File: config.mk
export PLATFORM = sky130hd
export DESIGN_NAME = rfd_cell
export DESIGN_NICKNAME = d
export VERILOG_FILES = /design/src/rtl/rfd_cell.sv
export SDC_FILE = /design/constraint.sdc
export NUM_CORES = 1
export LEC_CHECK = 0
export BUFFER_PORTS_ARGS = -buffer_cell sky130_fd_sc_hd__buf_4
export CAP_MARGIN = 20
export CORE_ASPECT_RATIO = 0.6
export CORE_MARGIN = 2
export CORE_UTILIZATION = 39
export CTS_CLUSTER_DIAMETER = 80
export CTS_CLUSTER_SIZE = 25
export DETAILED_ROUTE_END_ITERATION = 8
export PLACE_DENSITY = 0.7
export RECOVER_POWER = 50
export SYNTH_ARGS = -nofsm -noshare
export SYNTH_HDL_FRONTEND = slang
export SYNTH_SLANG_ARGS = --single-unit
File: constraint.sdc
create_clock -name clk -period 0.8 [get_ports clk]
set_input_delay 0.04 -clock clk [delete_from_list [all_inputs] [get_ports clk]]
set_output_delay 0.04 -clock clk [all_outputs]
set_load 0.1 [all_outputs]
File: src/rtl/rfd_cell.sv
// One sample cell of the window chain.
`default_nettype none
module rfd_cell #(
  parameter int W = 32
) (
  input  logic         clk,
  input  logic         rst_n,
  input  logic         shift,
  input  logic [W-1:0] d,
  output logic [W-1:0] q
);

  logic [W-1:0] q_r;

  always_ff @(posedge clk) begin
    if (!rst_n) begin
      q_r <= '0;
    end else if (shift) begin
      q_r <= d;
    end
  end

  assign q = q_r;

endmodule
`default_nettype wire

# Word-level counts from Yosys, hierarchy flattened

Cells that the tools add are included.
W data, S select, Z words.

Register bits after elaboration: 32
Output and inout port bits: 32
Logic and storage cells: 1

# Depth between registers and ports, before layout

Gate-level depths: netlist of run 1.

Depth in word-level cells: 0
Gate-level depth with buffers: 4
Mapped depth without buffers: 2

# Worst setup path after synthesis of run 1

OpenSTA, ideal clock, no wires.

Path type: reg2reg
From: register, netlist name q[0]
To: register q_r[0], in the netlist q[0]
Path buffers: 0
Slack: -0.461 ns
Stages on the path, launching flop included: 3
Arrival time: 1.194 ns
Setup time: 0.067 ns
Path through: dfxtp_1 -> mux2i_1 -> nor2b_1

RTL lines:

| item                 | line | RTL |
|---|---|---|
| to (signal assigned) | 17   | `q_r <= '0;` |
| to (signal assigned) | 19   | `q_r <= d;` |
| to (decl)            | 13   | `logic [W-1:0] q_r;` |

# Final worst setup path of run 1

From: register q_r[14], in the netlist q[14]
To: output port q[14]

RTL lines:

| item      | line | RTL |
|---|---|---|
| to (decl) | 10   | `output logic [W-1:0] q` |

No word-level cell between the ends.

==> results of run 1 <==
[placed cells by master, fill, tap and decap left out, drive strengths merged]
cell and n:
nor2b 32, buf 69, clkinv 2, clkbuf 5, dfxtp 32, mux2i 32
[through the flow]
stage	hold slack [ns]	setup TNS, ns	area [um^2]	instances
6_report	0.0120	-1.66	2370	214
5_1_grt	0.0187	-2.36	2370	214
4_1_cts	0.00487	-2.03	2370	214
3_5_place_dp	0.307	0	1890	207
3_3_place_gp	0.295	0	1890	207
2_1_floorplan	0.167	0	1360	103
[area by class of cell]
type / count / share of cell area [%]
Clock buffer: 5 / 2.91
Clock inverter: 2 / 0.317
Multi-Input combinational cell: 64 / 22.0
Sequential cell: 32 / 32.2
Tap cell: 42 / 2.22
Timing Repair Buffer: 69 / 40.4
[cells in the mapped netlist, drive strengths merged]
library cell | number | area [um^2]
buf | 4 | 71.3
clkbuf | 3 | 11.3
dfxtp | 32 | 641
mux2i | 32 | 320
nor2b | 32 | 200
[power groups by stage]
stage	clock (mW)	sequential [mW]	combinational [mW]
final	1.14	1.76	1.48
after floorplan	0	2.43	0.238
after global placement	0	1.73	1.22
after detailed placement	0	1.74	1.24
after global routing	1.24	1.77	1.53
after CTS	1.18	1.76	1.48
[logic make-up after synthesis]
kind of cell,share of synthesized area [%]
multiplexers,25.8
flip-flops,51.5
AND/OR/NAND/NOR,16.1
buffers and inverters,6.64
[layer usage]
metal,GRT usage (%),vias up
li1,-,472
met2,35.1,35
met1,22.3,449
met5,0,-
met3,8.49,8
met4,12.0,0
[worst min path at each step]
stage                     start  endpoint  slack, ns
after floorplan           rst_n     q[29]       0.17
after global placement    d[25]     q[25]       0.29
after detailed placement   d[5]      q[5]       0.31
after CTS                 d[11]     q[11]      0.005
after global routing      d[26]     q[26]       0.02
final                     d[11]     q[11]       0.01
==> flow_summary_export.csv, run 1 <==
group,metric,value,unit
worst_setup_path,ff2ff_path_depth,2,
layout,nFillCells,185,
layout,drive_above_1_share,61.6,%
die,start_util,42.2,%
timing,setup_ws,-0.0681,ns
worst_setup_path,worst-endpoint-arrival,0.83,ns
detailed_routing,wl_met3,254,um
layout,syn_to_final_growth,90.2,%
detailed_routing,route.detailed.drc,0,
global_routing,antenna_found_initial,0,
clock_network,cts_hold_buf,0,
die,die_area,0.00367,mm^2
worst_setup_path,worstReg2RegStart,"q[3]",
timing,setup_viol,32,
synthesis,syn-instance-count,103,
die,fp-row-count,15,
job,cap_violations,0,
timing,slew_headroom,82.5,%
run_status,status,"finished, violations left",
layout,diodes,0,
worst_setup_path,critPathTopFamily,"flip-flops",
clock_network,clk_pin_slew_worst_paths,0.07,ns
timing,clock_skew,0,ns
detailed_routing,drt-initial-drc-count,29,
worst_setup_path,crit_cells,1,
worst_setup_path,end_kind,"output port",
detailed_routing,wire_per_inst,15.6,um
worst_setup_path,worstPathRequired,0.76,ns
layout,regArea,761,um^2
worst_setup_path,regToRegSetupSlack,0.08,ns
power,powerDensity,1850,mW/mm^2
global_routing,grt_max_degree,33,
die,core_region_area,0.00295,mm^2
worst_setup_path,max_stage_delay,0.37,ns
die,io_pins,67,
layout,utilization,80.3,%
placement,io_buffers,66,
power,p_seq_share,40.1,%
timing,finalCriticalPeriod,0.868,ns
hold_path,hold_depth,3,
worst_setup_path,criticalPathCategory,"reg2out",
synthesis,yosysSeqAreaShare,51.5,%
detailed_routing,via_per_inst,4.50,
global_routing,grt_first_pass_wirelength,5.37,mm
worst_setup_path,startpoint,"q[14]",
die,die_w,76.9,um
synthesis,syn_avg_cell_area,12.1,um^2
power,p_int,2.83,mW
power,comb_power_share,33.8,%
detailed_routing,wl_met1,1.30,mm
layout,multi_input_area,520,um^2
global_routing,grt_overflow_total,0,
synthesis,synth_cell_types,6,
clock_network,cts_tree,"built",
timing,fmax,1.15,GHz
run_status,violations,"negative setup slack",
power,switching_share,35.3,%
synthesis,synth_nets,138,
clock_network,cts_inserted_buffers,5,
timing,finalMaxSlewViolations,0,
power,power,4.38,mW
worst_setup_path,cp_cell_sequence,"buf_12",
synthesis,ys_ff_latch,32,
worst_setup_path,worst_r2r_endpoint,"q[3]",
power,vdd_drop_max,0.00145,V
clock_network,cts_root_buffer,"clkbuf_8",
global_routing,grt_pass1_vias,1039,
worst_setup_path,crit_slowest_cell,"dfxtp_4",
clock_network,htreeDepth,2,
clock_network,clk_path_buf_depth,2,
hold_path,hp-class,"in2reg",
timing,finalHoldViolCount,0,
synthesis,yosysWarnings,0,
power,clockPowerShare,26.0,%
global_routing,grt_use_total,20.3,%
placement,hpwl,2.22,mm
clock_network,cts_sinks,32,
timing,rsz0062_at_grt,"true",
detailed_routing,drtAntennaViolNets,0,
layout,fin_nets,207,
detailed_routing,wl_met2,1.71,mm
worst_setup_path,cp-start-kind,"flop",
timing,tightest_slew,0.263,ns
clock_network,cts_setup_buffers,0,
worst_setup_path,path_buf_inv,1,
clock_network,ctsResizeCount,96,
power,p_switching,1.55,mW
power,power.leakage,1.03,nW
detailed_routing,top_layer,"met4",
detailed_routing,dr.pass1.iters,2,
detailed_routing,vias,964,
detailed_routing,drt_wl_total,3.33,mm
clock_network,clk_latency,0.28,ns
timing,period_share,109,%
placement,place_ws,0.0364,ns
placement,gp_congestion,0.678,
die,die_h,47.7,um
layout,largest_register_ff_count,32,
worst_setup_path,cp_max_fo,2,
worst_setup_path,crit_path_end,"q[14]",
synthesis,netlist_area,0.00124,mm^2
(Power assumes the default switching activity.)
==> inputs of run 2 (changes only) <==
--- a/config.mk
+++ b/config.mk
@@ -15,6 +15,7 @@
 export DETAILED_ROUTE_END_ITERATION = 8
 export PLACE_DENSITY = 0.7
 export RECOVER_POWER = 50
+export SKIP_CTS_REPAIR_TIMING = 1
 export SYNTH_ARGS = -nofsm -noshare
 export SYNTH_HDL_FRONTEND = slang
 export SYNTH_SLANG_ARGS = --single-unit
==> constraint.sdc (replaced) <==
create_clock -name clk -period 0.8 [get_ports clk]
set_input_delay 0.16 -clock clk [delete_from_list [all_inputs] [get_ports clk]]
set_output_delay 0.16 -clock clk [all_outputs]
set_load 0.1 [all_outputs]
==> flow_summary_export.csv, run 2 (synthesis gave the netlist of run 1 again) <==
group,metric,value,unit
run_status,status,"finished, violations left",
run_status,violations,"negative setup slack",
detailed_routing,top_layer,"met4",
placement,dp_cells,207,
worst_setup_path,cp_max_fo,2,
worst_setup_path,end_kind,"output port",
timing,period_share,123,%
layout,final_cell_mix,"buf_12 (35), buf_4 (34), mux2i_1 (32), nor2b_1 (32), dfxtp_4 (32)",
worst_setup_path,worstReg2RegStart,"q[3]",
die,start_util,42.2,%
layout,layout_commonest_cell,"buf_12",
worst_setup_path,max_stage_delay,0.37,ns
worst_setup_path,path_buf_inv,1,
timing,clock_skew,0,ns
global_routing,grt_use_total,17.4,%
timing,fmax,1.02,GHz
power,vdd_drop_max,0.00147,V
timing,setup_ws,-0.181,ns
timing,finalSetupTns,-5.46,ns
hold_path,hold_start,"d[29]",
layout,largest_register_ff_count,32,
power,power.leakage,1.05,nW
timing,setup_viol,32,
worst_setup_path,cp-start-kind,"flop",
die,core_region_area,0.00295,mm^2
placement,io_buffers,66,
die,die_w,76.9,um
power,powerDensity,1980,mW/mm^2
layout,fin_cells,215,
layout,syn_to_final_growth,92.8,%
worst_setup_path,critPathTopFamily,"flip-flops",
layout,diodes,0,
detailed_routing,wire_per_inst,15.4,um
detailed_routing,route.detailed.drc,0,
clock_network,cts_tree,"built",
worst_setup_path,worstPathRequired,0.64,ns
clock_network,clk_path_buf_depth,2,
layout,fin_nets,207,
clock_network,htreeDepth,2,
detailed_routing,dr.pass1.iters,3,
global_routing,grt_max_degree,33,
timing,tightest_slew,0.249,ns
die,die_area,0.00367,mm^2
detailed_routing,vias,956,
detailed_routing,drt_wl_total,3.32,mm
placement,gp_congestion,0.678,
layout,drive_above_1_share,62.4,%
timing,finalHoldViolCount,0,
global_routing,grt_overflow_total,0,
hold_path,hp-class,"in2reg",
global_routing,antenna_found_initial,0,
timing,finalMaxSlewViolations,0,
timing,slew_headroom,83.4,%
worst_setup_path,criticalPathCategory,"reg2out",
worst_setup_path,startpoint,"q[3]",
detailed_routing,drtAntennaViolNets,0,
clock_network,cts_inserted_buffers,5,
detailed_routing,wl_met1,1.27,mm
detailed_routing,drt-initial-drc-count,9,
timing,rsz0062_at_grt,"true",
detailed_routing,via_per_inst,4.45,
detailed_routing,wl_met3,253,um
global_routing,grt_first_pass_wirelength,4.58,mm
worst_setup_path,crit_slowest_cell,"dfxtp_4",
worst_setup_path,cp_cell_sequence,"buf_12",
worst_setup_path,worst-endpoint-arrival,0.82,ns
clock_network,clk_latency,0.28,ns
job,cap_violations,0,
die,fp-row-count,15,
clock_network,clk_pin_slew_worst_paths,0.07,ns
die,io_pins,67,
global_routing,grt_pass1_vias,969,
clock_network,cts_root_buffer,"clkbuf_8",
timing,whs,0.131,ns
timing,finalCriticalPeriod,0.981,ns
detailed_routing,wl_met2,1.75,mm
die,die_h,47.7,um
clock_network,cts_sinks,32,
==> run 2: power by group <==
group / leakage [nW] / switching (mW) / internal (mW)
clock: 0.0552 / 0.580 / 0.923
sequential: 0.285 / 0.104 / 1.65
combinational: 0.709 / 0.877 / 0.604
==> run 2: through the flow <==
| stage | utilization (%) | total power, mW | area, um^2 | setup WS, ns |
|---|---|---|---|---|
| after floorplan | - | 2.66 | 1360 | 0.0110 |
| after global placement | 64.1 | 2.95 | 1890 | -0.0193 |
| after detailed placement | 64.1 | 2.98 | 1890 | -0.0852 |
| after CTS | 67.8 | 4.48 | 2000 | -0.291 |
| after global routing | 81.4 | 4.91 | 2400 | -0.206 |
| final | 81.4 | 4.74 | 2400 | -0.181 |
==> run 2: layer usage <==
metal	global-route usage (%)	up-vias
met5	0	-
met4	11.6	0
met3	7.74	5
met2	29.5	36
met1	18.7	440
li1	-	475
==> run 2: final timing paths <==
check | to | slack [ns] | depth (start not counted)
worst max-delay path | q[3] | -0.18 | 1
worst min-delay path | q[29] | 0.13 | 3
worst max register to register | q[3] | 0.07 | 2
worst min register to register | q[29] | 0.54 | 2
==> run 2: cell type report <==
type | instances | area, um^2
repair buffers | 69 | 956
flip-flops and latches | 32 | 761
fillers | 171 | 549
multi-input cells | 64 | 520
clock buffers | 6 | 72.6
well taps | 42 | 52.6
clock inverters | 2 | 35.0
