[src/rtl/rfd_pkg.sv]
// Shared types and constants for the row finite-difference derivative block.
`default_nettype none
package rfd_pkg;

  localparam int COL_W       = 12;
  localparam int DERIV_W     = 32;
  localparam int OUT_DATA_W  = 48;
  localparam int CFG_IDX_W   = 2;
  localparam int CFG_DATA_W  = 32;
  localparam int ORDER_W     = 2;
  localparam int ROWLEN_W    = 13;
  localparam int SCALE_W     = 32;
  localparam int WIN_DEPTH   = 4;
  localparam int PUSH_MAX    = 4;
  localparam int PUSH_IDX_W  = 2;
  localparam int PUSH_CNT_W  = 3;
  localparam int QUEUE_DEPTH = 16;
  localparam int QUEUE_IDX_W = 4;
  localparam int QUEUE_LVL_W = 5;
  localparam int SCALE_SHIFT = 17;
  localparam int MIN_ROW_LEN = 4;

  localparam logic [CFG_IDX_W-1:0] CFG_DERIV_ORDER    = 2'd0;
  localparam logic [CFG_IDX_W-1:0] CFG_ACCURACY_ORDER = 2'd1;
  localparam logic [CFG_IDX_W-1:0] CFG_ROW_LENGTH     = 2'd2;
  localparam logic [CFG_IDX_W-1:0] CFG_STEP_SCALE     = 2'd3;

  localparam logic [ORDER_W-1:0]  ORDER_SECOND   = 2'd2;
  localparam logic [ORDER_W-1:0]  ACCURACY_FIRST = 2'd1;

  localparam logic [ORDER_W-1:0]  DERIV_RESET  = 2'd1;
  localparam logic [ORDER_W-1:0]  ACC_RESET    = 2'd2;
  localparam logic [ROWLEN_W-1:0] ROWLEN_RESET = 13'd4096;
  localparam logic [SCALE_W-1:0]  SCALE_RESET  = 32'd65536;

  typedef struct packed {
    logic second;
    logic acc_first;
  } stencil_mode_t;

  typedef struct packed {
    logic [COL_W-1:0] column;
    logic             row_end;
    logic             last;
  } job_ctl_t;

endpackage
`default_nettype wire

[src/rtl/rfd_stencil.sv]
// Stencil sums over the window and the list of jobs one sample releases.
`default_nettype none
module rfd_stencil #(
  parameter int SAMPLE_WIDTH = 32,
  parameter int SUM_W        = 38,
  parameter int CNT_W        = 12
) (
  input  logic                                                   ev_valid,
  input  logic [CNT_W-1:0]                                       ev_k,
  input  logic                                                   ev_end,
  input  rfd_pkg::stencil_mode_t                                 mode,
  input  logic [rfd_pkg::WIN_DEPTH-1:0][SAMPLE_WIDTH-1:0]        win,
  output logic [rfd_pkg::PUSH_CNT_W-1:0]                         job_count,
  output logic [rfd_pkg::PUSH_MAX-1:0][SUM_W-1:0]                job_sums,
  output rfd_pkg::job_ctl_t [rfd_pkg::PUSH_MAX-1:0]              job_ctls
);
  import rfd_pkg::*;

  localparam int KX_W = (CNT_W > COL_W) ? CNT_W : COL_W;

  logic signed [SUM_W-1:0] x0, x1, x2, x3;
  logic signed [SUM_W-1:0] fwd_sum, bwd_sum, c2_sum, c1_sum;
  logic [KX_W-1:0]         kx, kx_m1;
  logic                    k_is3, k_gt3;

  // x0 is the newest sample, x3 the oldest
  assign x0 = SUM_W'(signed'(win[0]));
  assign x1 = SUM_W'(signed'(win[1]));
  assign x2 = SUM_W'(signed'(win[2]));
  assign x3 = SUM_W'(signed'(win[3]));

  // all coefficients doubled so every sum stays integral
  always_comb begin
    if (mode.second) begin
      fwd_sum = mode.acc_first ? ((x3 - (x2 <<< 1) + x1) <<< 1)
                               : (((x3 <<< 1) - ((x2 <<< 2) + x2) + (x1 <<< 2) - x0) <<< 1);
      bwd_sum = mode.acc_first ? ((x2 - (x1 <<< 1) + x0) <<< 1)
                               : (((x2 <<< 2) - x3 - ((x1 <<< 2) + x1) + (x0 <<< 1)) <<< 1);
      c2_sum  = (x3 - (x2 <<< 1) + x1) <<< 1;
      c1_sum  = (x2 - (x1 <<< 1) + x0) <<< 1;
    end else begin
      fwd_sum = mode.acc_first ? ((x2 - x3) <<< 1)
                               : ((x2 <<< 2) - ((x3 <<< 1) + x3) - x1);
      bwd_sum = mode.acc_first ? ((x0 - x1) <<< 1)
                               : (x2 - (x1 <<< 2) + ((x0 <<< 1) + x0));
      c2_sum  = x1 - x3;
      c1_sum  = x0 - x2;
    end
  end

  assign kx    = KX_W'(ev_k);
  assign kx_m1 = KX_W'(ev_k - CNT_W'(1));
  assign k_is3 = ev_valid && (ev_k == CNT_W'(3));
  assign k_gt3 = ev_valid && (ev_k > CNT_W'(3));

  always_comb begin
    job_count = '0;
    job_sums  = '0;
    job_ctls  = '0;
    if (k_is3) begin
      // column 3 arrives: first three columns of the row come out at once, column 3 too if it ends the row
      job_sums[0]        = fwd_sum;
      job_ctls[0].column = COL_W'(0);
      job_sums[1]        = c2_sum;
      job_ctls[1].column = COL_W'(1);
      job_sums[2]        = c1_sum;
      job_ctls[2].column = COL_W'(2);
      job_sums[3]         = bwd_sum;
      job_ctls[3].column  = kx[COL_W-1:0];
      job_ctls[3].row_end = 1'b1;
      job_count = ev_end ? PUSH_CNT_W'(4) : PUSH_CNT_W'(3);
    end else if (k_gt3) begin
      job_sums[0]         = c1_sum;
      job_ctls[0].column  = kx_m1[COL_W-1:0];
      job_sums[1]         = bwd_sum;
      job_ctls[1].column  = kx[COL_W-1:0];
      job_ctls[1].row_end = 1'b1;
      job_count = ev_end ? PUSH_CNT_W'(2) : PUSH_CNT_W'(1);
    end
    if (job_count != '0) begin
      job_ctls[PUSH_IDX_W'(job_count - PUSH_CNT_W'(1))].last = 1'b1;
    end
  end

endmodule
`default_nettype wire

[config.mk]
export PLATFORM = sky130hd
export DESIGN_NAME = rfd_stencil
export DESIGN_NICKNAME = d
export VERILOG_FILES = /design/src/rtl/rfd_pkg.sv /design/src/rtl/rfd_stencil.sv
export SDC_FILE = /design/constraint.sdc
export NUM_CORES = 2
export LEC_CHECK = 0
export ABC_CLOCK_PERIOD_IN_PS = 7680
export BUFFER_PORTS_ARGS = -buffer_cell sky130_fd_sc_hd__buf_2
export CORE_MARGIN = 4
export CORE_UTILIZATION = 39
export DETAILED_ROUTE_END_ITERATION = 6
export PLACE_DENSITY = 0.63
export SYNTH_ARGS = -nofsm -noshare
export SYNTH_HDL_FRONTEND = slang
export SYNTH_SLANG_ARGS = --single-unit
[constraint.sdc]
create_clock -name vclk -period 7.68
set_input_delay 0.768 -clock vclk [all_inputs]
set_output_delay 0.768 -clock vclk [all_outputs]
set_load 0.05 [all_outputs]
---- Word level (Yosys, flattened, before mapping) ----
Index checks and enable logic that the tools add are counted.
word-level totals
  register bits after elaboration ......... 0
  output and inout bits ................... 211
cells by class
  add/sub/neg operators ................... 24
  magnitude comparators ................... 3
  eq/ne operators ......................... 1
  multiplexer cells ....................... 26
  reductions and logical operators ........ 4
operators with widths
  operator               count
  $mux 38                8
  $mux 76                3
  $add 34x32->35         4
  $sub 32x32->33         4
  $add 33x32->34         2
  $sub 32x33->34         2
  $bwmux 56              1
  $mux 56                1
  $add 36x33->37         1
  $add 36x34->37         1
  $sub 37x32->37         1
  $add 35x34->36         1
  $mux 12                3
  $sub 33x35->36         1
  $sub 35x32->36         1
  $sub 35x35->36         1
  $sub 32x34->35         1
  $sub 34x32->35         1
  $sub 34x34->35         1
  $demux 14 s2           1
  $mux 13                2
  $eq 12x2->1 const B    1
  $gt 12x2->1 const B    1
  $sub 12x1->12 const B  1
  other kinds (8)        14

---- Longest topological paths before layout ----
  word-level depth ........................ 11
  gate-level depth with buffers ........... 18
  mapped depth without buffers ............ 18

---- Worst setup path after synthesis ----
No wires, ideal clock.
  kind .................................... input to output
  start ................................... input win[44] (netlist name)
  end ..................................... output job_sums[74] (netlist name)
  arrival time ............................ 6140 ps
  data required time ...................... 6912 ps
  path slack .............................. 772 ps
  cell stages on the path ................. 18
  path buffers ............................ 1
  cells stage by stage .................... inv_1 fa_1 fa_1 inv_1 fa_1 inv_1 ha_1 clkbuf_1 a211o_1 a21oi_1 a21bo_2 a31oi_1 o2111a_1 o21ai_0 nand2b_1 a21oi_1 xor2_1 o311ai_0
RTL lines
  element             line               source
  start: declaration  rfd_stencil.sv:12  input logic [rfd_pkg::WIN_DEPTH-1:0][SAMPLE_WIDTH-1:0] win,
  end: declaration    rfd_stencil.sv:14  output logic [rfd_pkg::PUSH_MAX-1:0][SUM_W-1:0] job_sums,

==> metrics.cfg <==
[power_and_ir_drop]
ir_worst_vdd_v = 0.000112
power.switching_mw = 5.38
p_comb_frac = 1.000
switching_share = 0.655
clockPowerShare = 0
power.density_mw_per_mm2 = 236
internal_power_mw = 2.83
p_total_mw = 8.22
p_leak_nw = 17.5
seqPwrFrac = 0

[grt]
grt_usage = 0.332
grt_pass1_vias = 33078
grt_max_degree = 74
grt_pass1_wl_um = 217000
gr-total-overflow = 0
antenna_found_initial = 4

[sta]
clock.fmax_mhz = 138
fin_crit_sh = 0.943
rsz0062_at_grt = false
layout_min_cycle_time_ns = 7.24
slew_violations = 0
setup_slack_ns = 0.441
holdWs_ns = 1.91
hold_viol_final = 0
setup_tns_ns = 0
setup_viol = 0
tightest_slew_ns = 1.28
slew_headroom = 0.143

[yosys]
ys_seq_area_frac = 0
yosys_warnings = 0
syn-cell-area_mm2 = 0.0321
synth_cell_types = 96
synth_area_per_cell_um2 = 7.50
syn-instance-count = 4282

[layout]
mostFrequentLayoutCell = inv_1
n_clock_buffer = 0
postLayoutCellArea_mm2 = 0.0348
seqCellArea_um2 = 0
drive_gt1_frac = 0.0979
final_cell_count_no_fill = 5587
areaGrowthSynthToFinish_pct = 8.49
utilization = 0.430
final_cell_mix = inv_1 (717), fa_1 (389), ha_1 (379)
flops_and_latches = 0
finish.net_count = 5437

[placement]
pre_cts_slack_ns = 0.509
dp.final_hpwl_um = 127000
port_buffers = 332
placed_area_mm2 = 0.0348
placed_cells = 5583
gp_congestion = 1.08

[setup_path]
cp.arrival_ns = 6.47
worst-path-max-fanout = 7
worst_ep_required_time_ns = 6.91
crit_chain = buf_2, inv_1, fa_1, fa_1, inv_1, fa_1, inv_1, ha_1, fa_1, a211oi_1, o21bai_1, o21ba_2, a311oi_2, o21ai_1, a21oi_1, mux2i_1, a221oi_1, a32oi_1, nand2_1, buf_2
end_kind = output port
crit_type = in -> out
cp-startpoint = win[34]
crit_slowest_cell = a221oi_1
cp-start-kind = input pin
cp_common_cell = fa_1
slowest_delay_ns = 0.58
critPathCapture = job_sums[69]

[route]
drc = 2
vias = 33825
drtAntennaViolNets = 0
drt_iter0_drc = 3667
wirelength_um = 148000
routed_via_density = 6.05
drt-pass1-iter-count = 7
wire_per_inst_um = 26.6

[flow_run]
cap_violations = 0

[clock_tree]
ctsHoldBuffers = 0
cts_resized = 0
cts_setup_buffers = 0

[floorplanning]
fp.dieW_um = 295
die_h_um = 295
start_util = 0.396
core_mm2 = 0.0811
io_pins = 355
rows = 104
dieArea_mm2 = 0.0870

[status]
violations = design-rule violations
outcome = complete, but fails checks

[hold_path]
hold_class = in -> out

[critical path, delay by kind of cell]
kind	cells	cell delay [ns]
mux	1	0.12
buf+inv	5	0.82
fa+ha+maj	5	2.19
simple gates	1	0.10
compound gates	8	2.45
[cell usage after synthesis (21+ instances only)]
cell      number  share of area
o21ai_1       21         0.0033
o21bai_1      61          0.014
nor3_1        61         0.0095
a21o_1       134          0.031
inv_1        718          0.084
o21a_1        35         0.0082
o21ai_0      234          0.036
o211ai_1      32         0.0075
fa_1         389           0.24
and2_1        43         0.0084
nand4_1       33         0.0064
o22ai_1       39         0.0076
nor2_1       312          0.036
nand2b_1      56          0.011
nor2b_1       33         0.0064
a21oi_1      360          0.056
a211oi_1      56          0.013
o31ai_1       36         0.0084
a31oi_1       49         0.0095
clkbuf_1      99          0.012
ha_1         379           0.15
and3_1        40         0.0078
buf_4         27         0.0063
xor2_1       109          0.030
nand3_1       86          0.013
or3_1         21         0.0041
xnor2_1      172          0.047
nand2_1      294          0.034
[logic make-up (layout without fill, tap and decap cells)]
family	Yosys count	count (layout)	synth area share
AOI/OAI and AO/OA	1273	1273	0.259
and+or+nand+nor	1056	1056	0.156
buffers and inverters	875	1094	0.106
adders and majority gates	768	768	0.390
xor gates and xnor gates	281	281	0.0766
muxes	28	28	0.0120
other	1	27	0.000117
[worst min-delay path by stage]
stage | start | end | slack, ns | depth (start not counted)
after detailed placement | ev_end | job_count[0] | 1.91 | 3
after floorplan | ev_end | job_count[0] | 1.71 | 1
after global routing | ev_end | job_ctls[0] | 1.94 | 3
after global placement | ev_end | job_count[0] | 1.90 | 3
after CTS | ev_end | job_count[0] | 1.91 | 3
final | ev_end | job_count[0] | 1.91 | 3
[cell type report]
| class | count | area, um^2 |
|---|---|---|
| Tap cell | 1060 | 1330 |
| Multi-Input combinational cell | 3429 | 28800 |
| Fill cell | 8476 | 46200 |
| Timing Repair Buffer | 374 | 1990 |
| Antenna cell | 4 | 10.0 |
| Inverter | 720 | 2710 |
[power groups by stage]
stage	registers, mW	logic (mW)	clock network, mW
4_1_cts	0	7.99	0
3_3_place_gp	0	7.93	0
3_5_place_dp	0	7.93	0
5_1_grt	0	8.81	0.0000000175
6_report	0	8.22	0.0000000703
2_1_floorplan	0	5.43	0
[metal layers]
metal / wire [um] / share of wire / track usage / vias up
li1: - / - / - / 15105
met2: 65500 / 0.44 / 0.531 / 1895
met4: 9740 / 0.066 / 0.171 / 6
met5: 40 / 0.00027 / 0 / -
met1: 58500 / 0.39 / 0.429 / 16416
met3: 14700 / 0.099 / 0.0617 / 403
No activity file was read; power rests on OpenSTA's default activity.
