## config.mk

```make
export PLATFORM = sky130hd
export DESIGN_NAME = rfd_scale
export DESIGN_NICKNAME = d
export VERILOG_FILES = /design/src/rtl/rfd_pkg.sv /design/src/rtl/rfd_scale.sv
export SDC_FILE = /design/constraint.sdc
export NUM_CORES = 2
export LEC_CHECK = 0
export ABC_AREA = 1
export BUFFER_PORTS_ARGS = -buffer_cell sky130_fd_sc_hd__clkbuf_2
export CAP_MARGIN = 15
export CORE_ASPECT_RATIO = 0.8
export CORE_MARGIN = 2
export CORE_UTILIZATION = 58
export DETAILED_ROUTE_END_ITERATION = 8
export PLACE_DENSITY = 0.74
export SYNTH_ARGS = -nofsm -noshare
export SYNTH_HDL_FRONTEND = slang
export SYNTH_SLANG_ARGS = --single-unit
```

## constraint.sdc

```tcl
create_clock -name clk -period 11.85 [get_ports clk]
set_input_delay 0.5925 -clock clk [delete_from_list [all_inputs] [get_ports clk]]
set_output_delay 0.5925 -clock clk [all_outputs]
set_load 0.01 [all_outputs]
```

## src/rtl/rfd_pkg.sv

```systemverilog
// Shared types and constants for the row finite-difference derivative block.
`default_nettype none
package rfd_pkg;

  localparam int COL_W       = 12;
  localparam int DERIV_W     = 32;
  localparam int OUT_DATA_W  = 48;
  localparam int CFG_IDX_W   = 2;
  localparam int CFG_DATA_W  = 32;
  localparam int ORDER_W     = 2;
  localparam int ROWLEN_W    = 13;
  localparam int SCALE_W     = 32;
  localparam int WIN_DEPTH   = 4;
  localparam int PUSH_MAX    = 4;
  localparam int PUSH_IDX_W  = 2;
  localparam int PUSH_CNT_W  = 3;
  localparam int QUEUE_DEPTH = 16;
  localparam int QUEUE_IDX_W = 4;
  localparam int QUEUE_LVL_W = 5;
  localparam int SCALE_SHIFT = 17;
  localparam int MIN_ROW_LEN = 4;

  localparam logic [CFG_IDX_W-1:0] CFG_DERIV_ORDER    = 2'd0;
  localparam logic [CFG_IDX_W-1:0] CFG_ACCURACY_ORDER = 2'd1;
  localparam logic [CFG_IDX_W-1:0] CFG_ROW_LENGTH     = 2'd2;
  localparam logic [CFG_IDX_W-1:0] CFG_STEP_SCALE     = 2'd3;

  localparam logic [ORDER_W-1:0]  ORDER_SECOND   = 2'd2;
  localparam logic [ORDER_W-1:0]  ACCURACY_FIRST = 2'd1;

  localparam logic [ORDER_W-1:0]  DERIV_RESET  = 2'd1;
  localparam logic [ORDER_W-1:0]  ACC_RESET    = 2'd2;
  localparam logic [ROWLEN_W-1:0] ROWLEN_RESET = 13'd4096;
  localparam logic [SCALE_W-1:0]  SCALE_RESET  = 32'd65536;

  typedef struct packed {
    logic second;
    logic acc_first;
  } stencil_mode_t;

  typedef struct packed {
    logic [COL_W-1:0] column;
    logic             row_end;
    logic             last;
  } job_ctl_t;

endpackage
`default_nettype wire

```

## src/rtl/rfd_scale.sv

```systemverilog
// Scale, round and saturate pipeline with the output register.
`default_nettype none
module rfd_scale #(
  parameter int SUM_W = 38
) (
  input  logic                          clk,
  input  logic                          rst_n,
  input  logic                          in_valid,
  output logic                          in_ready,
  input  logic [SUM_W-1:0]              in_sum,
  input  rfd_pkg::job_ctl_t             in_ctl,
  input  logic [rfd_pkg::SCALE_W-1:0]   step_scale,
  output logic                          out_valid,
  input  logic                          out_ready,
  output logic [rfd_pkg::DERIV_W-1:0]   out_deriv,
  output rfd_pkg::job_ctl_t             out_ctl
);
  import rfd_pkg::*;

  localparam int MAGX_W = (SUM_W > 33) ? SUM_W : 33;
  localparam int HI_W   = MAGX_W - 32;
  localparam int PROD_W = HI_W + 64;
  localparam int Q_W    = PROD_W - SCALE_SHIFT;

  logic                 adv1, adv2;
  logic                 neg;
  logic [SUM_W-1:0]     mag;
  logic [MAGX_W-1:0]    magx;
  logic [63:0]          lo_nxt;
  logic [HI_W+31:0]     hi_nxt;

  logic                 s1_v_r;
  logic                 s1_neg_r;
  logic [63:0]          s1_lo_r;
  logic [HI_W+31:0]     s1_hi_r;
  job_ctl_t             s1_ctl_r;

  logic [PROD_W-1:0]    prod, rounded;
  logic [Q_W-1:0]       q;
  logic [32:0]          limit;
  logic [31:0]          qs;
  logic [DERIV_W-1:0]   deriv_nxt;

  logic                 o_v_r;
  logic [DERIV_W-1:0]   o_deriv_r;
  job_ctl_t             o_ctl_r;

  assign adv2     = !o_v_r || out_ready;
  assign adv1     = !s1_v_r || adv2;
  assign in_ready = adv1;

  // sign and magnitude, then two partial products
  assign neg    = in_sum[SUM_W-1];
  assign mag    = neg ? (SUM_W'(0) - in_sum) : in_sum;
  assign magx   = MAGX_W'(mag);
  assign lo_nxt = magx[31:0] * step_scale;
  assign hi_nxt = magx[MAGX_W-1:32] * step_scale;

  always_ff @(posedge clk) begin
    if (!rst_n) begin
      s1_v_r <= 1'b0;
    end else if (adv1) begin
      s1_v_r <= in_valid;
    end
  end

  always_ff @(posedge clk) begin
    if (adv1) begin
      s1_neg_r <= neg;
      s1_lo_r  <= lo_nxt;
      s1_hi_r  <= hi_nxt;
      s1_ctl_r <= in_ctl;
    end
  end

  // round half away from zero on the magnitude, clamp, restore sign
  assign prod    = {s1_hi_r, 32'd0} + PROD_W'(s1_lo_r);
  assign rounded = prod + PROD_W'(32'h0001_0000);
  assign q       = rounded[PROD_W-1:SCALE_SHIFT];
  assign limit   = s1_neg_r ? 33'h0_8000_0000 : 33'h0_7FFF_FFFF;
  assign qs      = (q > Q_W'(limit)) ? limit[31:0] : q[31:0];
  assign deriv_nxt = s1_neg_r ? (32'd0 - qs) : qs;

  always_ff @(posedge clk) begin
    if (!rst_n) begin
      o_v_r <= 1'b0;
    end else if (adv2) begin
      o_v_r <= s1_v_r;
    end
  end

  always_ff @(posedge clk) begin
    if (adv2) begin
      o_deriv_r <= deriv_nxt;
      o_ctl_r   <= s1_ctl_r;
    end
  end

  assign out_valid = o_v_r;
  assign out_deriv = o_deriv_r;
  assign out_ctl   = o_ctl_r;

endmodule
`default_nettype wire

```

## After elaboration in Yosys (flattened, before gate mapping)

Cells that the tools add are included.

- Input port bits: 88
- Bits in registers: 165
- Output and inout bits: 48
- Logic and storage cells: 27

- Multiplexer cells: 4
- Add/subtract/negate cells: 4
- Multiply operators: 2
- Reductions and logical operators: 4
- $lt $le $gt $ge: 1

Operator list:

| cell | count |
|---|---|
| 32-bit 2-to-1 mux | 3 |
| 70-bit by 17-bit adder with 70-bit output (second input constant) | 1 |
| 70-bit by 64-bit adder with 70-bit output | 1 |
| 32-bit by 32-bit multiplier with 64-bit output | 1 |
| 53-bit by 32-bit > comparator with 1-bit output | 1 |
| 6-bit by 32-bit multiplier with 38-bit output | 1 |
| 38-bit 2-to-1 mux | 1 |
| 1-bit by 38-bit subtractor with 38-bit output (first input constant) | 1 |
| 1-bit by 32-bit subtractor with 32-bit output (first input constant) | 1 |
| 1-bit zero test | 2 |
| 1-bit logical OR | 2 |

## Depth between registers and ports, before layout

- Word-level depth: 6
- Mapped depth: 48
- Mapped depth without buffers: 46

## Least setup slack after synthesis

Ideal clock, no wire load.

- Path kind: input port to flip-flop
- Start point: input port in_sum[0]
- End point: register s1_lo_r[62], data pin
- Setup slack: 2.845 ns
- Data arrival time: 8.740 ns
- Path buffers: 3
- Library setup time: 0.265 ns
- Data required time: 11.585 ns
- Stages: 40
- Cell sequence: buf_6 > clkbuf_1 > inv_1 > ha_1 > inv_1 > nor3_1 > inv_1 > nor2_1 > inv_1 > nor2_1 > inv_1 > nor2_1 > o21ai_0 > nand2_1 > clkinv_1 > clkbuf_1 > nor2_1 > fa_1 > [... 4 more ...] > inv_1 > fa_1 > fa_1 > fa_1 > inv_1 > fa_1 > inv_1 > ha_1 > a21oi_1 > inv_1 > a31oi_1 > o221ai_1 > a21oi_1 > o21bai_1 > a21o_1 > a21oi_1 > o21ai_0 > xor2_1

- Cells in the longest elaborated chain, start to end: 3

RTL lines:

| item | line | source |
|---|---|---|
| from (decl) | rfd_scale.sv:10 | `input logic [SUM_W-1:0] in_sum,` |
| 1-bit by 38-bit subtractor with 38-bit output | rfd_scale.sv:54 | `assign mag = neg ? (SUM_W'(0) - in_sum) : in_sum;` |
| 38-bit 2-to-1 mux * | rfd_scale.sv:54 |  |
| 32-bit by 32-bit multiplier with 64-bit output * | rfd_scale.sv:56 | `assign lo_nxt = magx[31:0] * step_scale;` |
| via lo_nxt[62] | rfd_scale.sv:29 | `logic [63:0] lo_nxt;` |
| to (signal assigned) | rfd_scale.sv:70 | `s1_lo_r <= lo_nxt;` |
| to (decl) | rfd_scale.sv:34 | `logic [63:0] s1_lo_r;` |

Mark *: on every way through the listed nets, which the timed path passes. The rest lies on a longest branch.
A chain may end at the register's enable or synchronous reset.

## Final worst setup path

- Start point: input port in_sum[0]
- End point: register s1_lo_r[60], data pin

The elaborated chain is that of the path after synthesis.

==> run metrics <==
Clock Latency Late Sink=0.46 ns; CP max-delay cell=inv_1; Rows=95; root buf cell=clkbuf_16; slew margin rel.=13.4%; worst-path fanout max=12; Reg2Reg Depth=27; I/O Pins=136; xor-xnor portion of the synthesized cell area=2.26%; final critical-path share of the clock period=87.9%; CP startpoint kind=input port; Worst-Margin Slew=1.30 ns; commonest non-fill, non-tap cell in the layout=inv_1; hold_ws=0.305 ns; max-slew violations=0; cts bufs inserted=17; CP dominant cell by count=inv_1; DP Wirelength=132,000 um; minimum clock period=10.42 ns; GRT Total Usage=39.1%; initial antenna violation count=9; non-filler instance count after layout=7,323; most frequent cells in the layout=inv_1, nand2_1, fa_1; final instance area=51,500 um^2; router iterations before antenna repair=6; # H-tree levels=4; clk slew on worst S/H paths=0.08 ns; Worst path max stage delay=0.66 ns; end of the worst register-to-register path=out_deriv[12]; Max Fclk=96.0 MHz; port bufs=135; DR iter-0 viols=4,739; Compound-Gate Fraction of Synth Area=4.23%; simple-gate share of the synthesized area=20.8%; CP endpoint kind=flop; Worst Hold Launch=in_ctl[2]; post-synthesis adder-cell area fraction=50.9%; Cells after Synth=6,174; largest net degree at the start of global routing=62; Final Skew=0.0200 ns; max-cap violations=0; # hold bufs at CTS=0; CTS Buffer Depth=2; share of layout cells above drive strength 1=6.24%; Sink Count=149; post-CTS setup buffers=0; ys flop type=edfxtp_1; Post-synth EDFFs=147; Finish-stage setup viols=0; die area=87,000 um^2; Nets=7,666; post-synthesis mux area share=0.0229%; setup TNS=0 ns; RSZ-0062 raised after global routing=false; DR vias=42,100; total nets after synthesis=7,651; GRT overflow=0; hold depth=1; WL final=166,000 um; Hold Crit Class=input port to flop; arrival time worst endpoint=10.63 ns; antenna viol nets, final=0; Hold EP=s1_ctl_r[2]; CTS tree=yes; core area=83,900 um^2; dpl cells=7,284; drt drc=0; asr flop ratio synth=0%; status=completed; Syn Area/Cell=7.96 um^2; critical path class=input port to flop; #FFs+latches synth=149; initial core utilization=58.5%; vias in the first global route=41,600; Post-DP Area=50,900 um^2; Syn-to-layout area delta=4.93%; R2R Path Start=s1_lo_r[34]; Ys Warns=0; final hold vios=0; Seq/Total Area, Yosys=9.07%; CTS resizes=0; Die X=329 um; R2R Setup Slk=5.98 ns; largest family of logic cells by synthesized area=adder cells; Die Y=264 um; CP required=12.06 ns; first-pass GRT wire length=252,000 um; Via density=5.75; gp weighted congestion=1.04; Distinct cells, synth=65; WL per Instance=22.7 um; synthesized area=49,100 um^2
cell type report:
class | count | area, um^2
Antenna cell | 6 | 15.0
Clock buffer | 17 | 425
Clock inverter | 15 | 179
Fill cell | 7552 | 32400
Inverter | 1409 | 5290
Multi-Input combinational cell | 4388 | 38400
Sequential cell | 149 | 4450
Tap cell | 1115 | 1400
Timing Repair Buffer | 224 | 1350
synthesized netlist by cell type (4+ instances only):
| cell type | instances | share of area [%] |
|---|---|---|
| edfxtp_1 | 147 | 9.0 |
| nor4_1 | 11 | 0.14 |
| o211ai_1 | 8 | 0.12 |
| a31oi_1 | 30 | 0.38 |
| a21oi_1 | 170 | 1.7 |
| buf_2 | 16 | 0.16 |
| buf_1 | 9 | 0.069 |
| nor2_4 | 5 | 0.11 |
| nand2_1 | 1329 | 10 |
| nor2_1 | 872 | 6.7 |
| xnor2_1 | 38 | 0.68 |
| nor3_2 | 4 | 0.082 |
| a21boi_0 | 7 | 0.11 |
| o21a_1 | 9 | 0.14 |
| o21ai_1 | 9 | 0.092 |
| nand3_4 | 4 | 0.14 |
| o21bai_1 | 10 | 0.15 |
| buf_6 | 7 | 0.16 |
| nor3_1 | 28 | 0.29 |
| inv_2 | 21 | 0.16 |
| nand2_4 | 4 | 0.092 |
| nand3_2 | 9 | 0.18 |
| nand4_1 | 23 | 0.29 |
| nand3_1 | 112 | 1.1 |
| o221ai_1 | 6 | 0.11 |
| nor2_2 | 22 | 0.28 |
| or3_1 | 4 | 0.051 |
| buf_4 | 7 | 0.11 |
| inv_1 | 1369 | 10 |
| clkinv_1 | 19 | 0.15 |
| xor2_1 | 87 | 1.6 |
| a211oi_1 | 4 | 0.061 |
| clkbuf_1 | 188 | 1.4 |
| nand2_2 | 36 | 0.46 |
| ha_1 | 373 | 9.5 |
| and2_1 | 4 | 0.051 |
| o21ai_0 | 95 | 0.97 |
| or2_2 | 11 | 0.14 |
| nand3b_1 | 15 | 0.23 |
| fa_1 | 1016 | 41 |
stage by stage:
step | setup WS, ns | util, %
after global routing | 0.964 | 61.4
after floorplan | 2.85 | -
after global placement | 1.40 | 60.7
final | 1.43 | 61.4
after detailed placement | 1.20 | 60.7
after CTS | 1.64 | 61.4
cells by family after synthesis:
group | count (synthesis)
compound gates | 368
xor+xnor | 126
fa+ha+maj | 1389
buf+inv | 1637
flops | 149
mux | 1
simple gates | 2504
critical path, delay by kind of cell:
kind / cells / cell delay, ns
fa+ha+maj: 10 / 4.58
buf+inv: 12 / 1.92
compound gates: 6 / 1.75
simple gates: 11 / 1.65
xor+xnor: 1 / 0.14
per-layer routing:
layer	track usage (%)	vias to the layer above	part of all wire [%]
met3	13.2	475	14
li1	-	18200	-
met1	55.7	20700	40
met2	54.8	2682	41
met4	15.2	12	5.1
met5	0	-	0.045
how the worst max path moves through the flow:
stage	start	to	slack, ns	cells after the start
2_1_floorplan	in_sum[0]	s1_lo_r[62]	2.85	40
3_3_place_gp	in_sum[0]	s1_lo_r[62]	1.40	41
3_5_place_dp	in_sum[0]	s1_lo_r[62]	1.20	41
4_1_cts	in_sum[0]	s1_lo_r[62]	1.64	41
5_1_grt	in_sum[0]	s1_lo_r[62]	0.96	42
6_report	in_sum[0]	s1_lo_r[60]	1.43	40
registers in the layout, summed over array words and instances (netlist names):
register / count
out_deriv: 32
s1_v_r: 1
out_valid: 1
s1_neg_r: 1
out_ctl: 14
s1_ctl_r: 14
s1_lo_r: 48
s1_hi_r: 38
Power is left out: the tool's default activity adds up to more than one toggle a clock period on the data nets, which glitch-free logic cannot reach.
