## src/rtl/rfd_pkg.sv

```systemverilog
// Shared types and constants for the row finite-difference derivative block.
`default_nettype none
package rfd_pkg;

  localparam int COL_W       = 12;
  localparam int DERIV_W     = 32;
  localparam int OUT_DATA_W  = 48;
  localparam int CFG_IDX_W   = 2;
  localparam int CFG_DATA_W  = 32;
  localparam int ORDER_W     = 2;
  localparam int ROWLEN_W    = 13;
  localparam int SCALE_W     = 32;
  localparam int WIN_DEPTH   = 4;
  localparam int PUSH_MAX    = 4;
  localparam int PUSH_IDX_W  = 2;
  localparam int PUSH_CNT_W  = 3;
  localparam int QUEUE_DEPTH = 16;
  localparam int QUEUE_IDX_W = 4;
  localparam int QUEUE_LVL_W = 5;
  localparam int SCALE_SHIFT = 17;
  localparam int MIN_ROW_LEN = 4;

  localparam logic [CFG_IDX_W-1:0] CFG_DERIV_ORDER    = 2'd0;
  localparam logic [CFG_IDX_W-1:0] CFG_ACCURACY_ORDER = 2'd1;
  localparam logic [CFG_IDX_W-1:0] CFG_ROW_LENGTH     = 2'd2;
  localparam logic [CFG_IDX_W-1:0] CFG_STEP_SCALE     = 2'd3;

  localparam logic [ORDER_W-1:0]  ORDER_SECOND   = 2'd2;
  localparam logic [ORDER_W-1:0]  ACCURACY_FIRST = 2'd1;

  localparam logic [ORDER_W-1:0]  DERIV_RESET  = 2'd1;
  localparam logic [ORDER_W-1:0]  ACC_RESET    = 2'd2;
  localparam logic [ROWLEN_W-1:0] ROWLEN_RESET = 13'd4096;
  localparam logic [SCALE_W-1:0]  SCALE_RESET  = 32'd65536;

  typedef struct packed {
    logic second;
    logic acc_first;
  } stencil_mode_t;

  typedef struct packed {
    logic [COL_W-1:0] column;
    logic             row_end;
    logic             last;
  } job_ctl_t;

endpackage
`default_nettype wire

```

## src/rtl/rfd_job_queue.sv

```systemverilog
// Job queue: up to four pushes and one pop per cycle.
`default_nettype none
module rfd_job_queue #(
  parameter int SUM_W = 38
) (
  input  logic                                          clk,
  input  logic                                          rst_n,
  input  logic [rfd_pkg::PUSH_CNT_W-1:0]                push_count,
  input  logic [rfd_pkg::PUSH_MAX-1:0][SUM_W-1:0]       push_sums,
  input  rfd_pkg::job_ctl_t [rfd_pkg::PUSH_MAX-1:0]     push_ctls,
  input  logic                                          pop,
  output logic [rfd_pkg::QUEUE_LVL_W-1:0]               level,
  output logic [SUM_W-1:0]                              head_sum,
  output rfd_pkg::job_ctl_t                             head_ctl
);
  import rfd_pkg::*;

  logic [SUM_W-1:0]       sum_q [QUEUE_DEPTH];
  job_ctl_t               ctl_q [QUEUE_DEPTH];
  logic [QUEUE_IDX_W-1:0] wptr_r, wptr_nxt;
  logic [QUEUE_IDX_W-1:0] rptr_r, rptr_nxt;
  logic [QUEUE_LVL_W-1:0] level_r, level_nxt;

  assign wptr_nxt  = wptr_r + QUEUE_IDX_W'(push_count);
  assign rptr_nxt  = rptr_r + QUEUE_IDX_W'(pop);
  assign level_nxt = level_r + QUEUE_LVL_W'(push_count) - QUEUE_LVL_W'(pop);

  always_ff @(posedge clk) begin
    if (!rst_n) begin
      wptr_r  <= '0;
      rptr_r  <= '0;
      level_r <= '0;
    end else begin
      wptr_r  <= wptr_nxt;
      rptr_r  <= rptr_nxt;
      level_r <= level_nxt;
    end
  end

  // entry e takes push slot (e - wptr) when that slot is in use
  always_ff @(posedge clk) begin
    for (int e = 0; e < QUEUE_DEPTH; e++) begin
      logic [QUEUE_IDX_W-1:0] ofs;
      ofs = QUEUE_IDX_W'(e) - wptr_r;
      if (ofs < QUEUE_IDX_W'(push_count)) begin
        sum_q[e] <= push_sums[ofs[PUSH_IDX_W-1:0]];
        ctl_q[e] <= push_ctls[ofs[PUSH_IDX_W-1:0]];
      end
    end
  end

  assign level    = level_r;
  assign head_sum = sum_q[rptr_r];
  assign head_ctl = ctl_q[rptr_r];

endmodule
`default_nettype wire

```

## config.mk

```make
export PLATFORM = sky130hd
export DESIGN_NAME = rfd_job_queue
export DESIGN_NICKNAME = d
export VERILOG_FILES = /design/src/rtl/rfd_pkg.sv /design/src/rtl/rfd_job_queue.sv
export SDC_FILE = /design/constraint.sdc
export NUM_CORES = 1
export LEC_CHECK = 0
export BUFFER_PORTS_ARGS = -buffer_cell sky130_fd_sc_hd__clkbuf_2
export CAP_MARGIN = 30
export CORE_MARGIN = 1.5
export CORE_UTILIZATION = 25
export DETAILED_ROUTE_END_ITERATION = 8
export PLACE_DENSITY = 0.39
export SYNTH_ARGS = -nofsm -noshare
export SYNTH_HDL_FRONTEND = slang
export SYNTH_SLANG_ARGS = --single-unit
```

## constraint.sdc

```tcl
create_clock -name clk -period 15.4 [get_ports clk]
set_input_delay 2.31 -clock clk [delete_from_list [all_inputs] [get_ports clk]]
set_output_delay 2.31 -clock clk [all_outputs]
set_load 0.01 [all_outputs]
```

; ---- Word-level counts from Yosys, hierarchy flattened
; Memory sizes are Yosys's and may differ from the RTL's. A register that Yosys moved wholly into a read port is not among the register bits.
; Index checks and enable logic that the tools add are counted.
[totals]
in_bits = 214
memories = 2
reg_bits = 13
output_inout_bits = 57
mem_bits_rw = 832
elab_cells = 211
[classes]
mux = 140
add_sub_neg = 20
n_reduce_logical = 14
magnitude_cmp = 32
[mem_list]
columns = name, words, word_bits, read_ports, rd_clocked_by_memory_dff, wr, line_no
row1 = sum_q, 16, 38, 1, 1, 9, rfd_job_queue.sv:18  ; logic [SUM_W-1:0] sum_q [QUEUE_DEPTH];
row2 = ctl_q, 16, 14, 1, 1, 9, rfd_job_queue.sv:19  ; job_ctl_t ctl_q [QUEUE_DEPTH];
[ops]
columns = operator, count
row1 = binary-select mux 38 bit (select 2 bit), 16
row2 = 2-to-1 mux 38 bit, 23
row3 = binary-select mux 14 bit (select 2 bit), 16
row4 = 2-to-1 mux 14 bit, 23
row5 = OR reduction 38 bit, 7
row6 = OR reduction 14 bit, 7
row7 = < comparator 4 x 3 -> 1 bit, 16
row8 = 2-to-1 mux 4 bit, 16
row9 = "< comparator 2 x 3 -> 1 bit, second input constant", 16
row10 = 2-to-1 mux 1 bit, 46
row11 = "subtractor 4 bit, first input constant", 8
row12 = "subtractor 3 x 4 -> 4 bit, first input constant", 4
row13 = "subtractor 1 x 4 -> 4 bit, first input constant", 2
row14 = "subtractor 2 x 4 -> 4 bit, first input constant", 2
row15 = adder 5 x 3 -> 5 bit, 1
row16 = subtractor 5 x 1 -> 5 bit, 1
row17 = adder 4 x 1 -> 4 bit, 1
row18 = adder 4 x 3 -> 4 bit, 1

; ---- Longest topological paths before layout
; Gate-level depths: netlist (run 1).
[logic_depth]
word_depth = 6
mapped_depth = 13
ltp_nobuf = 10

; ---- Worst setup path before layout (run 1)
; Ideal clock, no wire load.
[synth_timing]
path_kind = input to register
start = in push_count[1] in the netlist's numbering
end = mem ctl_q[15][0] in the netlist's numbering (enable)
path_buffers = 0
path_slack_ns = 8.005
t_arrival_ns = 6.855
path_stages = 4
required_ns = 14.860
cell_sequence = inv_1 -> ha_1 -> a21o_1 -> a211oi_1
[synth_lines]
columns = element, line_no
row1 = start: declaration, rfd_job_queue.sv:8  ; input logic [rfd_pkg::PUSH_CNT_W-1:0] push_count,
row2 = end: declaration, rfd_job_queue.sv:19

==> out/qor.yml, run 1 <==
outcome:
  status: "finished clean"
die:
  rows: 141
  initial_core_util_pct: 25.2
  io_pins: 271
  die_h_um: 389
  die_x_um: 389
  core-area_sq_um: 148000
  dieArea_sq_um: 151000
place:
  gp_congestion: 0.730
  place_ws_ps: 9330
  portBuffers: 270
  hpwlAfterDp_mm: 71.4
sta:
  max_freq_mhz: 158
  slew_headroom_pct: 34.9
  finalHoldWorstSlack_ps: 671
  worst-slew-pin-transition_ps: 977
  final-setup-viol-count: 0
  fin_crit_ps: 6330
  drv_slew: 0
  finalCritPeriodShare_pct: 41.1
  rsz0062_at_grt: "no"
  fin_ws_ps: 9070
  hold_viol: 0
  skew_ps: 32.9
  finalSetupTns_ps: 0
clock_tree:
  cts-root-buf: "clkbuf_16"
  numClockSinks: 845
  htreeDepth: 3
  clockBufferDepth: 3
  cts_buffers: 94
  tritoncts: "done"
  cts_resized: 0
  clkLatencyLatePin_ps: 690
  cts-hold-fix-buffers: 0
  path_clk_slew_ps: 60
  cts_setup_buffers: 0
route:
  drcViolationCount: 0
  wl_per_cell_um: 29.9
  dr_total_vias: 19425
  ant_nets: 0
  first_pass_iters: 7
  routed_wl_mm: 119
  first_iter_violations: 1576
  viasPerCell: 4.88
yosys:
  syn_nets: 1919
  async_flop_share_pct: 0
  ys_seq_area_share_pct: 67.8
  synthSimpleGateAreaFrac_pct: 1.03
  synthAdderAreaFrac_pct: 1.25
  syn_inst: 1669
  synth_compound_area_share_pct: 2.49
  yosysMostFrequentCell: "edfxtp_1"
  ys_warn_count: 0
  yosysUniqueCellTypes: 28
  synth_area_leader_cell: "edfxtp_1"
  synth_common_cells: "edfxtp_1, mux4_2, a22oi_1"
  synthTopCellsByArea: "edfxtp_1, mux4_2, a22oi_1"
  synth_top_area_share_pct: 67.1
  synth_seq_cells: 845
  syn_area_sq_um: 37200
  synthXorXnorAreaFrac_pct: 0.353
  yosys-mux-area-fraction_pct: 25.2
  avgSynthCellArea_sq_um: 22.3
  synth_top_family_by_area: "multiplexers"
  yosys_most_used_dff: "edfxtp_1"
  synth_edf_count: 832
critical_path:
  max_stage_delay_ps: 860
  crit-reg2reg-launch: "wptr_r[1]"
  r2r_setup_slack_ps: 11030
  path_delay_family: "buffers and inverters"
  r2r-end: "sum_q[6][23]"
  path_cells: "buf_4 > buf_4 > buf_16 > mux4_2 > a22oi_1 > nand2_1 > clkbuf_2"
  crit_path_frequent_cell: "buf_4"
  crit_arrival_ps: 4020
  worstSetupEndpoint: "head_sum[27]"
  crit_cells: 7
  critPathKind: "register to primary output"
  required_ps: 13090
  path_buf_inv: 4
  cp-start-kind: "register"
  reg2reg_depth: 10
  cpMaxStageDelayCell: "dfxtp_4"
  worstPathMaxFanout: 54
  critPathLaunch: "rptr_r[1]"
  endpoint_kind: "primary output"
final_layout:
  num-nets-final: 2221
  syn_to_final_growth_pct: 18.6
  drive_above_1_share_pct: 43.8
min_path:
  hold_path_depth: 2
  hp-class: "register to register"
global_routing:
  grt_overflow: 0
  grt_use_total_pct: 15.6
  antenna_found_initial: 24
  grt_pass1_vias: 20856
  grt_pass1_wl_mm: 165
  grt_max_degree: 93
pwr:
  pwr-share-clk_pct: 28.1
  power_leakage_uw: 0.0142
  switching_share_pct: 30.9
  ir_worst_vdd_v: 0.000100
  pwr-share-seq_pct: 46.1
  combPwrFrac_pct: 25.8
  p_int_uw: 5550
  p_switching_uw: 2490
  power_density_nw_per_um2: 182
job:
  drv_cap: 0
-- kinds of logic (layout without fill, tap and decap cells) --
logic type / after synthesis / count (layout)
mux: 416 / 416
xor+xnor: 15 / 15
simple gates: 88 / 88
buf+inv: 143 / 521
fa+ha+maj: 36 / 36
compound gates: 126 / 126
flops: 845 / 845
other cells: 0 / 6
-- routing by layer --
layer	wire length (um)	GRT usage (%)	vias to the layer above
met4	2020	3.10	32
met5	198	0	-
met3	6880	3.63	163
met1	52900	21.2	10706
met2	57100	25.5	591
li1	-	-	7933
-- registers in the layout, indices dropped and copies added, names as in the netlist --
signal  flops
sum_q     608
ctl_q     224
level       5
rptr_r      4
wptr_r      4
-- worst register-to-register path, cell delays in order (launching register included) --
cell     delay [ps]
dfxtp_4         650
buf_12          290
inv_1           230
ha_4            600
inv_1           100
ha_1            280
a21o_1          170
a21o_1          250
nor2b_4         120
buf_4           520
buf_4           730
-- worst min path at each step --
stage               slack, ps        end  startpoint
global route              700  rptr_r[2]   rptr_r[2]
finish                    670  rptr_r[3]   rptr_r[3]
global placement          650   level[4]    level[4]
floorplan                 530  rptr_r[3]   rptr_r[3]
CTS                       660  rptr_r[3]   rptr_r[3]
detailed placement        650  rptr_r[3]   rptr_r[3]
-- power by group through the flow --
stage | Clock (uW) | Sequential, uW | Combinational, uW
6_report | 2260 | 3710 | 2070
5_1_grt | 2390 | 3770 | 2230
4_1_cts | 2310 | 3720 | 2150
3_5_place_dp | 0 | 3760 | 2140
3_3_place_gp | 0 | 3750 | 2090
2_1_floorplan | 0 | 3710 | 1140
-- layout make-up --
type	instances	area, sq um
Multi-Input combinational cell	681	11400
Clock buffer	117	2460
Timing Repair Buffer	323	1870
Clock inverter	55	617
Sequential cell	845	25300
Inverter	26	97.6
Tap cell	1930	2410
Antenna cell	6	15.0
Fill cell	14338	104000
-- metrics by stage --
stage / cell area (sq um) / power, uW / cells / utilization [%]
after floorplan: 37200 / 4850 / 1669 / -
after global routing: 44200 / 8390 / 3980 / 29.9
final: 44200 / 8040 / 3983 / 29.9
after global placement: 40900 / 5840 / 3799 / 27.7
after CTS: 44100 / 8180 / 3976 / 29.8
after detailed placement: 41000 / 5910 / 3804 / 27.8
-- cell usage in the layout (no fill, tap or decap), types with 3 or more instances in the layout --
| master | Yosys | final |
|---|---|---|
| dfxtp_1 | 13 | 9 |
| clkinv_1 | 1 | 19 |
| dfxtp_4 | 0 | 4 |
| and2_1 | 6 | 3 |
| xnor2_1 | 10 | 10 |
| buf_4 | 0 | 46 |
| a22oi_1 | 104 | 104 |
| xor2_1 | 5 | 5 |
| ha_1 | 34 | 33 |
| diode_2 | 0 | 6 |
| a21o_1 | 10 | 10 |
| buf_12 | 0 | 3 |
| and2_4 | 0 | 3 |
| nor2_4 | 0 | 6 |
| edfxtp_1 | 832 | 832 |
| a21oi_1 | 6 | 6 |
| buf_16 | 0 | 4 |
| clkinv_2 | 0 | 15 |
| clkbuf_2 | 0 | 270 |
| inv_16 | 0 | 4 |
| clkbuf_16 | 0 | 94 |
| clkinvlp_4 | 0 | 4 |
| mux4_2 | 416 | 416 |
| nor2b_4 | 0 | 9 |
| bufinv_16 | 0 | 10 |
| clkbuf_1 | 42 | 21 |
| nor2_1 | 14 | 8 |
| nand2_1 | 52 | 52 |
| inv_1 | 25 | 25 |
| nor2b_1 | 12 | 3 |
Note: power is estimated with default switching activity, not from simulation.
==> run 2: changes to the inputs <==
PLACE_DENSITY = 0.4   (was 0.39)
clock period = 5.66 ns   (was 15.4 ns; I/O delays follow)
==> out/qor.yml, run 2 (synthesis results as in run 1) <==
final_layout:
  drive_above_1_share_pct: 44.4  # +0.61 points
  num-nets-final: 2226  # +0.23%
  final_common_cell: "edfxtp_1"
  stdcell_area_sq_um: 44500  # +0.70%
  stdcell_count: 3993  # +0.25%
  syn_to_final_growth_pct: 19.5
  largest_reg_flops: 608  # unchanged
  top_register: "sum_q"
  final_cell_mix: "edfxtp_1, mux4_2, clkbuf_2, a22oi_1, clkbuf_16"
place:
  hpwlAfterDp_mm: 71.0  # -0.47%
  place_inst: 3804  # unchanged
  place_area_sq_um: 41100  # about the same
  gp_congestion: 0.714  # -2.1%
  portBuffers: 270  # unchanged
critical_path:
  crit-reg2reg-launch: "wptr_r[1]"
  required_ps: 4810  # -8280 ps
  crit_arrival_ps: 3320  # -700 ps
  path_cells: "buf_12 > mux4_2 > a22oi_1 > nand2_1 > clkbuf_2"
  path_buf_inv: 2  # -2
  worstPathMaxFanout: 109  # +100%
  r2r_setup_slack_ps: 1750  # -9280 ps
  r2r-end: "sum_q[12][27]"
  reg2reg_depth: 7  # -3
  cp-start-kind: "register"
  endpoint_kind: "primary output"
  path_delay_family: "buffers and inverters"
  critPathKind: "register to primary output"
  cpMaxStageDelayCell: "mux4_2"
  max_stage_delay_ps: 610  # -250 ps
route:
  routed_wl_mm: 118  # -0.75%
  wl_per_cell_um: 29.6  # -1.0%
  drcViolationCount: 0  # unchanged
  first_iter_violations: 1665  # +5.6%
  dr_total_vias: 19372  # -0.27%
  first_pass_iters: 5  # -2
  viasPerCell: 4.85  # -0.52%
  ant_nets: 0  # unchanged
clock_tree:
  clkLatencyLatePin_ps: 700  # about the same
  numClockSinks: 845  # unchanged
  cts_setup_buffers: 0  # unchanged
  clockBufferDepth: 3  # unchanged
  cts_buffers: 98  # +4.3%
  cts-root-buf: "clkbuf_16"
  htreeDepth: 3  # unchanged
  tritoncts: "done"
  cts-hold-fix-buffers: 0  # unchanged
  cts_resized: 0  # unchanged
  path_clk_slew_ps: 60  # about the same
sta:
  fin_crit_ps: 4170
  finalCritPeriodShare_pct: 73.7
  skew_ps: 41.4  # +8.42 ps
  rsz0062_at_grt: "no"
  drv_slew: 0  # unchanged
  slew_headroom_pct: 22.6  # -12 points
  hold_viol: 0  # unchanged
  final-setup-viol-count: 0  # unchanged
  worst-slew-pin-transition_ps: 1160  # +185 ps
  max_freq_mhz: 240
die:
  rows: 141  # unchanged
  core-area_sq_um: 148000  # unchanged
  io_pins: 271  # unchanged
  dieArea_sq_um: 151000  # unchanged
  die_h_um: 389  # unchanged
  initial_core_util_pct: 25.2  # unchanged
  die_x_um: 389  # unchanged
global_routing:
  grt_use_total_pct: 15.6  # -0.018 points
  grt_max_degree: 110  # +18%
  antenna_found_initial: 13  # -46%
  grt_overflow: 0  # unchanged
  grt_pass1_vias: 21054  # +0.95%
  grt_pass1_wl_mm: 165  # -0.33%
min_path:
  hold_path_depth: 2  # unchanged
  min-delay-start: "rst_n"
  hp-class: "primary input to register"
  min_to: "level[0]"
pwr:
  ir_worst_vdd_v: 0.000272  # +170%
  power_density_nw_per_um2: 500  # +170%
  power.total_uw: 22200  # +180%
  power_leakage_uw: 0.0143  # +0.89%
outcome:
  status: "finished clean"
job:
  drv_cap: 0  # unchanged
[run 2: cell count changes in the layout (fill, tap and decap cells not counted), sizes merged]
cell / before / now
bufinv: 10 / 16
clkinv: 36 / 35
clkbuf: 387 / 383
buf: 53 / 54
diode: 6 / 8
inv: 31 / 33
clkinvlp: 4 / 8
[run 2: layer usage]
layer | global-route usage (%) | wire length (um)
met5 | 0 | 81
met4 | 3.98 | 2050
met3 | 3.18 | 6600
met2 | 25.7 | 58000
met1 | 21.0 | 51400
[run 2: power breakdown]
part           leakage [uW]  internal [uW]  total (uW)  switching (uW)
Clock               0.00161           3960        6560            2600
Sequential          0.00795           9580       10100             515
Combinational       0.00478           1960        5560            3600
Total                0.0143          15500       22200            6720
[run 2: worst max-delay path by stage]
stage	start	end	slack (ps)	cells after the start
after floorplan	wptr_r[1]	ctl_q[15][0]	-640	7
after global placement	wptr_r[1]	ctl_q[10][11]	1700	8
after detailed placement	wptr_r[1]	ctl_q[12][11]	1660	7
after CTS	rptr_r[0]	head_sum[5]	1340	5
after global routing	rptr_r[0]	head_sum[29]	1280	5
final	rptr_r[0]	head_ctl[1]	1490	5
[run 2: final cells by class]
class	count	area (sq um)
Antenna cell	8	20.0
Inverter	26	97.6
Clock buffer	113	2550
Timing Repair Buffer	324	1930
Clock inverter	66	769
Sequential cell	845	25300
Fill cell	14266	103000
Multi-Input combinational cell	681	11400
Tap cell	1930	2410
[run 2: through the flow]
stage               hold slack [ps]  setup WS (ps)  utilization [%]  TNS [ps]
finish                          476           1490             30.1         0
detailed placement              659           1660             27.8         0
global placement                640           1700             27.8         0
CTS                             410           1340             30.0         0
floorplan                       529           -645                -    -67070
global route                    476           1280             30.1         0
